File: src/sv/cpgn_pkg.sv
package cpgn_pkg;

	localparam int CHUNK_DEPTH_DEF = 1024;
	localparam int SAMPLE_BITS_DEF = 24;

	localparam int ADDR_W  = 3;
	localparam int DATA_W  = 32;
	localparam int REG_LSB = 2;

	localparam int LEN_BITS   = 11;
	localparam int LEVEL_BITS = 24;
	localparam logic [LEN_BITS-1:0]   LEN_RESET   = 11'd882;
	localparam logic [LEVEL_BITS-1:0] LEVEL_RESET = 24'd8388608;

	localparam int GAIN_BITS = 23;
	localparam int GAIN_FRAC = 16;
	localparam logic [GAIN_BITS-1:0] GAIN_ONE   = 23'd65536;
	localparam logic [GAIN_BITS-1:0] GAIN_LIMIT = 23'd6553600;
	localparam logic [GAIN_BITS-1:0] GAIN_STEP  = 23'd68813;
	localparam logic [GAIN_BITS-1:0] GAIN_MAX   = 23'd8388607;
	localparam int unsigned GAIN_HALF = 32'd32768;

	localparam int DIV_BITS = LEVEL_BITS + GAIN_FRAC;
	localparam int STEP_W   = 6;

	localparam logic CMD_SAMPLE = 1'b0;
	localparam logic CMD_DRAIN  = 1'b1;

	typedef enum logic {
		REG_CHUNK_LENGTH = 1'b0,
		REG_MAX_LEVEL    = 1'b1
	} reg_idx_t;

	typedef enum logic {
		ALU_MUL = 1'b0,
		ALU_DIV = 1'b1
	} alu_op_t;

	typedef struct packed {
		logic              start;
		alu_op_t           op;
		logic [STEP_W-1:0] steps;
	} alu_ctl_t;

	typedef struct packed {
		logic done;
		logic quo_wide;
	} alu_sts_t;

endpackage

File: src/sv/cpgn_regs.sv
module cpgn_regs (
	input  logic                                clk,
	input  logic                                arst_n,
	input  logic                                psel,
	input  logic                                penable,
	input  logic                                pwrite,
	input  logic [cpgn_pkg::ADDR_W-1:0]         paddr,
	input  logic [cpgn_pkg::DATA_W-1:0]         pwdata,
	output logic [cpgn_pkg::DATA_W-1:0]         prdata,
	output logic                                pready,
	output logic [cpgn_pkg::LEN_BITS-1:0]       chunk_length,
	output logic [cpgn_pkg::LEVEL_BITS-1:0]     max_level
);

	logic [cpgn_pkg::LEN_BITS-1:0]   len_q;
	logic [cpgn_pkg::LEVEL_BITS-1:0] level_q;
	cpgn_pkg::reg_idx_t              sel;
	logic                            wr;

	assign sel    = cpgn_pkg::reg_idx_t'(paddr[cpgn_pkg::REG_LSB]);
	assign wr     = psel & penable & pwrite;
	assign pready = 1'b1;

	always_ff @(posedge clk or negedge arst_n) begin
		if (!arst_n) begin
			len_q   <= cpgn_pkg::LEN_RESET;
			level_q <= cpgn_pkg::LEVEL_RESET;
		end else if (wr) begin
			unique case (sel)
				cpgn_pkg::REG_CHUNK_LENGTH: len_q   <= pwdata[cpgn_pkg::LEN_BITS-1:0];
				cpgn_pkg::REG_MAX_LEVEL:    level_q <= pwdata[cpgn_pkg::LEVEL_BITS-1:0];
			endcase
		end
	end

	always_comb begin
		unique case (sel)
			cpgn_pkg::REG_CHUNK_LENGTH: prdata = cpgn_pkg::DATA_W'(len_q);
			cpgn_pkg::REG_MAX_LEVEL:    prdata = cpgn_pkg::DATA_W'(level_q);
		endcase
	end

	assign chunk_length = len_q;
	assign max_level    = level_q;

endmodule

File: config.mk
export PLATFORM = sky130hd
export DESIGN_NAME = cpgn_regs
export DESIGN_NICKNAME = d
export VERILOG_FILES = /design/src/sv/cpgn_pkg.sv /design/src/sv/cpgn_regs.sv
export SDC_FILE = /design/constraint.sdc
export NUM_CORES = 1
export LEC_CHECK = 0
export BUFFER_PORTS_ARGS = -buffer_cell sky130_fd_sc_hd__buf_2
export CELL_PAD_IN_SITES_DETAIL_PLACEMENT = 1
export CELL_PAD_IN_SITES_GLOBAL_PLACEMENT = 1
export CORE_ASPECT_RATIO = 0.7
export CORE_UTILIZATION = 35
export DETAILED_ROUTE_END_ITERATION = 10
export HOLD_SLACK_MARGIN = 0.06
export PLACE_DENSITY_LB_ADDON = 0.1
export SLEW_MARGIN = 40
export SYNTH_ARGS = -nofsm -noshare
export SYNTH_HDL_FRONTEND = slang
export SYNTH_SLANG_ARGS = --single-unit
File: constraint.sdc
create_clock -name clk -period 1.6 [get_ports clk]
set_clock_uncertainty 0.2 [all_clocks]
set_input_delay 0.24 -clock clk [delete_from_list [all_inputs] [get_ports clk]]
set_output_delay 0.24 -clock clk [all_outputs]
set_load 0.02 [all_outputs]
* Word-level counts from Yosys, hierarchy flattened
Index checks and enable logic that the tools add are counted.
** Word-level totals
- Register bits after elaboration :: 35
- Input port bits :: 40
** Cells by class
- Mux-type cells :: 1
- Bitwise gates (word level) :: 3
- Reductions and logical operators :: 2
** Operators with widths (number)
- one-hot mux 32 bit (2 select lines) :: 1
- AND reduction 2 bit :: 2
- bitwise AND 1 bit :: 2
- inverter 1 bit :: 1

* Depth between registers and ports, before layout
- Depth after elaboration :: 3
- Depth in mapped cells :: 4
- Gate-level depth less buffers :: 2

* Least setup slack after synthesis
OpenSTA, ideal clock, no wires.
- Path type :: input to output
- From :: input paddr[2] (netlist name)
- To :: output prdata[10] (netlist name)
- Arrival :: 0.936 ns
- Data required time :: 1.160 ns
- Path slack :: 0.224 ns
- Stages on the path :: 3
- Path buffers :: 2
- Cell sequence :: buf_6 > buf_2 > mux2_2
** On the way
- Longest elaborated chain between the ends :: 2
** Ends and longest elaborated chain
- start, declared :: line cpgn_regs.sv:7 : input logic [cpgn_pkg::ADDR_W-1:0] paddr,
- inverter 1 bit (no line)
- one-hot mux 32 bit (2 select lines) (*) :: line cpgn_regs.sv:37 : unique case (sel)
- end, declared :: line cpgn_regs.sv:9 : output logic [cpgn_pkg::DATA_W-1:0] prdata,
Every way passes the cells marked *; elsewhere a longest branch is shown, timed or not. The select of a mux whose other input is x is not followed.

* Worst setup path in the final report
- From :: register level_q (netlist bit max_level[6])
- To :: output prdata[6] (netlist name)
** On the way
- Longest elaborated chain between the ends :: 1
** Ends and longest elaborated chain
- start, declared :: line cpgn_regs.sv:16 : logic [cpgn_pkg::LEVEL_BITS-1:0] level_q;
- start signal, assigned :: line cpgn_regs.sv:27 : level_q <= cpgn_pkg::LEVEL_RESET;
- start signal, assigned :: line cpgn_regs.sv:31 : cpgn_pkg::REG_MAX_LEVEL: level_q <= pwdata[cpgn_pkg::LEVEL_BITS-1:0];
- one-hot mux 32 bit (2 select lines) :: line cpgn_regs.sv:37
No other way between the ends. The select of a mux whose other input is x is not followed.

==> results.json <==
{
  "path_cells": "mux2_2, buf_4",
  "drv_slew": 0,
  "cp_data_required_time_ns": 1.16,
  "final-hold-violation-count": 0,
  "avgSynthCellArea_sq_um": 15.3,
  "antenna_left": 0,
  "n_antenna_cell": 0,
  "dieWidth_um": 86.1,
  "timing.rr.start": "max_level[6]",
  "synthXorXnorAreaFrac_pct": 0,
  "grt_max_degree": 20,
  "die_h_um": 60.9,
  "hold_class": "primary input to async pin",
  "period_needed_ns": 1.57,
  "drt_first_pass_iters": 4,
  "synth_top_family_by_area": "multiplexers",
  "nFillCells": 544,
  "grt_use_total_pct": 17.2,
  "final_util_pct": 55.3,
  "finalSetupViolCount": 0,
  "synthMuxAreaShare_pct": 34.2,
  "ioPinCount": 108,
  "syn_inst": 113,
  "antenna_found_initial": 0,
  "grt_pass1_wl_um": 6570,
  "clk_latency_ns": 0.28,
  "wl_per_cell_um": 14.6,
  "critPathBufInv": 1,
  "routed_via_density": 4.36,
  "r2r_end": "max_level[6]",
  "clk_pin_slew_ns": 0.07,
  "fin_hold_ws_ns": 0.234,
  "final.period_utilization_pct": 98.3,
  "r2r_cells": 2,
  "vdd_drop_max_uv": 539,
  "p_total_w": 0.00336,
  "postLayoutCellArea_sq_mm": 0.00265,
  "initial_core_util_pct": 36.2,
  "p_per_area_mw_per_mm2": 1270,
  "post-route-drc-count": 0,
  "routabilityCongestion": 0.737,
  "rrSetupSlack_ns": 0.49,
  "synth_compound_area_share_pct": 0,
  "cts-root-buf": "clkbuf_8",
  "top_layer_used": "met4",
  "die_area_sq_mm": 0.00524,
  "area_delta_synth_final_pct": 52.7,
  "rows": 21,
  "synth-seq-area-share_pct": 51.0,
  "core_sq_mm": 0.00478,
  "arrival_ns": 1.13,
  "nets": 273,
  "cts_sinks": 35,
  "placedCellCount": 268,
  "endpoint_kind": "primary output",
  "leakage_nw": 1.39,
  "wirelength_um": 4410,
  "synth_fa_ha_area_share_pct": 0,
  "wl_met2_um": 2250,
  "drv_cap": 0,
  "drt-initial-drc-count": 38,
  "htree_levels": 2,
  "grt_pass1_vias": 1275,
  "met3_wirelength_um": 262,
  "start_kind": "register",
  "fin_cells": 303,
  "ys_ff_latch": 35,
  "crit_family": "flip-flops",
  "worst_path_max_delay_cell": "dfrtp_1",
  "wl_met1_um": 1830,
  "port_buffers": 88,
  "clk_path_buf_depth": 2,
  "cp_max_fo": 3,
  "crit_type": "register to primary output",
  "synthSimpleGateAreaFrac_pct": 7.29,
  "status": "complete, no violations",
  "fmax_mhz": 636,
  "grt_overflow": 0,
  "numCtsBuffers": 5,
  "num_vias": 1322,
  "syn-cell-area_sq_mm": 0.00173,
  "final_layout_size_suffix_gt1_share_pct": 67.9,
  "max_stage_delay_ns": 0.41,
  "ys.warnings.count": 0,
  "yosysUniqueCellTypes": 12,
  "placed_area_sq_mm": 0.00225,
  "cts_tree": "done",
  "hpwl_um": 3040
}
[final cells by class]
type | count | area, sq um | area share (%)
clock inverter | 2 | 35.0 | 1.32
sequential | 35 | 885 | 33.4
clock buffer | 6 | 82.6 | 3.12
timing repair buffer | 121 | 805 | 30.4
multi-input combinational | 70 | 753 | 28.5
tap | 69 | 86.3 | 3.26
[cell families (layout without fill, tap and decap cells)]
family / count (synthesis) / count (layout)
muxes: 46 / 46
DFF: 35 / 35
and+or+nand+nor: 15 / 15
buffers and inverters: 15 / 129
other: 2 / 9
[power by group]
group | switching, W | total, W | internal (W) | leakage (nW)
Sequential | 0.000149 | 0.00126 | 0.00111 | 0.410
Clock | 0.000311 | 0.000814 | 0.000504 | 0.0612
Combinational | 0.000683 | 0.00128 | 0.000601 | 0.919
[Yosys cell counts]
| library cell | instances | area share, % |
|---|---|---|
| buf_2 | 1 | 0.29 |
| buf_4 | 9 | 3.9 |
| dfstp_2 | 7 | 11 |
| nand4b_4 | 1 | 1.4 |
| dfrtp_1 | 28 | 40 |
| buf_6 | 4 | 2.6 |
| nand4_4 | 1 | 1.2 |
| and2_1 | 13 | 4.7 |
| mux2_4 | 20 | 17 |
| clkbuf_1 | 1 | 0.22 |
| conb_1 | 2 | 0.43 |
| mux2_2 | 26 | 17 |
[repair_timing]
| action | CTS | global route |
|---|---|---|
| gates resized for setup | 0 | 6 |
| endpoints found under the hold margin | 67 | 0 |
| hold buffers | 25 | 0 |
| setup endpoints to repair | 0 | 5 |
| buffers inserted | 0 | 2 |
[per-layer routing]
metal | global-route usage (%) | up-vias
met5 | 0 | -
met4 | 7.86 | 0
met3 | 4.63 | 8
met2 | 29.3 | 57
met1 | 20.9 | 648
li1 | - | 609
[worst reg2reg max path: stages, from the launching register on]
cell and delay (ns):
dfrtp_1 0.41, buf_4 0.14, mux2_4 0.25
[sequential cells by signal (all words and copies together) (netlist names)]
register	flops
chunk_length	11
max_level	24
[worst max-delay path by stage]
stage / slack (ns) / from / to / cells past startpoint
2_1_floorplan: 0.22 / paddr[2] / prdata[10] / 3
3_3_place_gp: 0.06 / paddr[2] / prdata[6] / 4
3_5_place_dp: 0.03 / paddr[2] / prdata[6] / 4
4_1_cts: 0.01 / chunk_length[6] / prdata[6] / 2
5_1_grt: -0.004 / chunk_length[6] / prdata[6] / 2
6_report: 0.03 / max_level[6] / prdata[6] / 2
[placed cells by master (no fill, tap or decap), drive strengths merged]
| master | Yosys | routed |
|---|---|---|
| dlygate4sd3 | 0 | 25 |
| conb | 2 | 9 |
| dfstp | 7 | 7 |
| and2 | 13 | 13 |
| bufinv | 0 | 1 |
| dfrtp | 28 | 28 |
| nand4b | 1 | 1 |
| clkbuf | 1 | 6 |
| buf | 14 | 96 |
| mux2 | 46 | 46 |
| nand4 | 1 | 1 |
| clkinv | 0 | 1 |
[per-stage QoR]
| step | setup TNS, ns | setup WS, ns |
|---|---|---|
| after floorplan | 0 | 0.224 |
| final | 0 | 0.0273 |
| after CTS | 0 | 0.0106 |
| after global placement | 0 | 0.0561 |
| after detailed placement | 0 | 0.0278 |
| after global routing | -0.00452 | -0.00351 |
(Power assumes the default switching activity.)
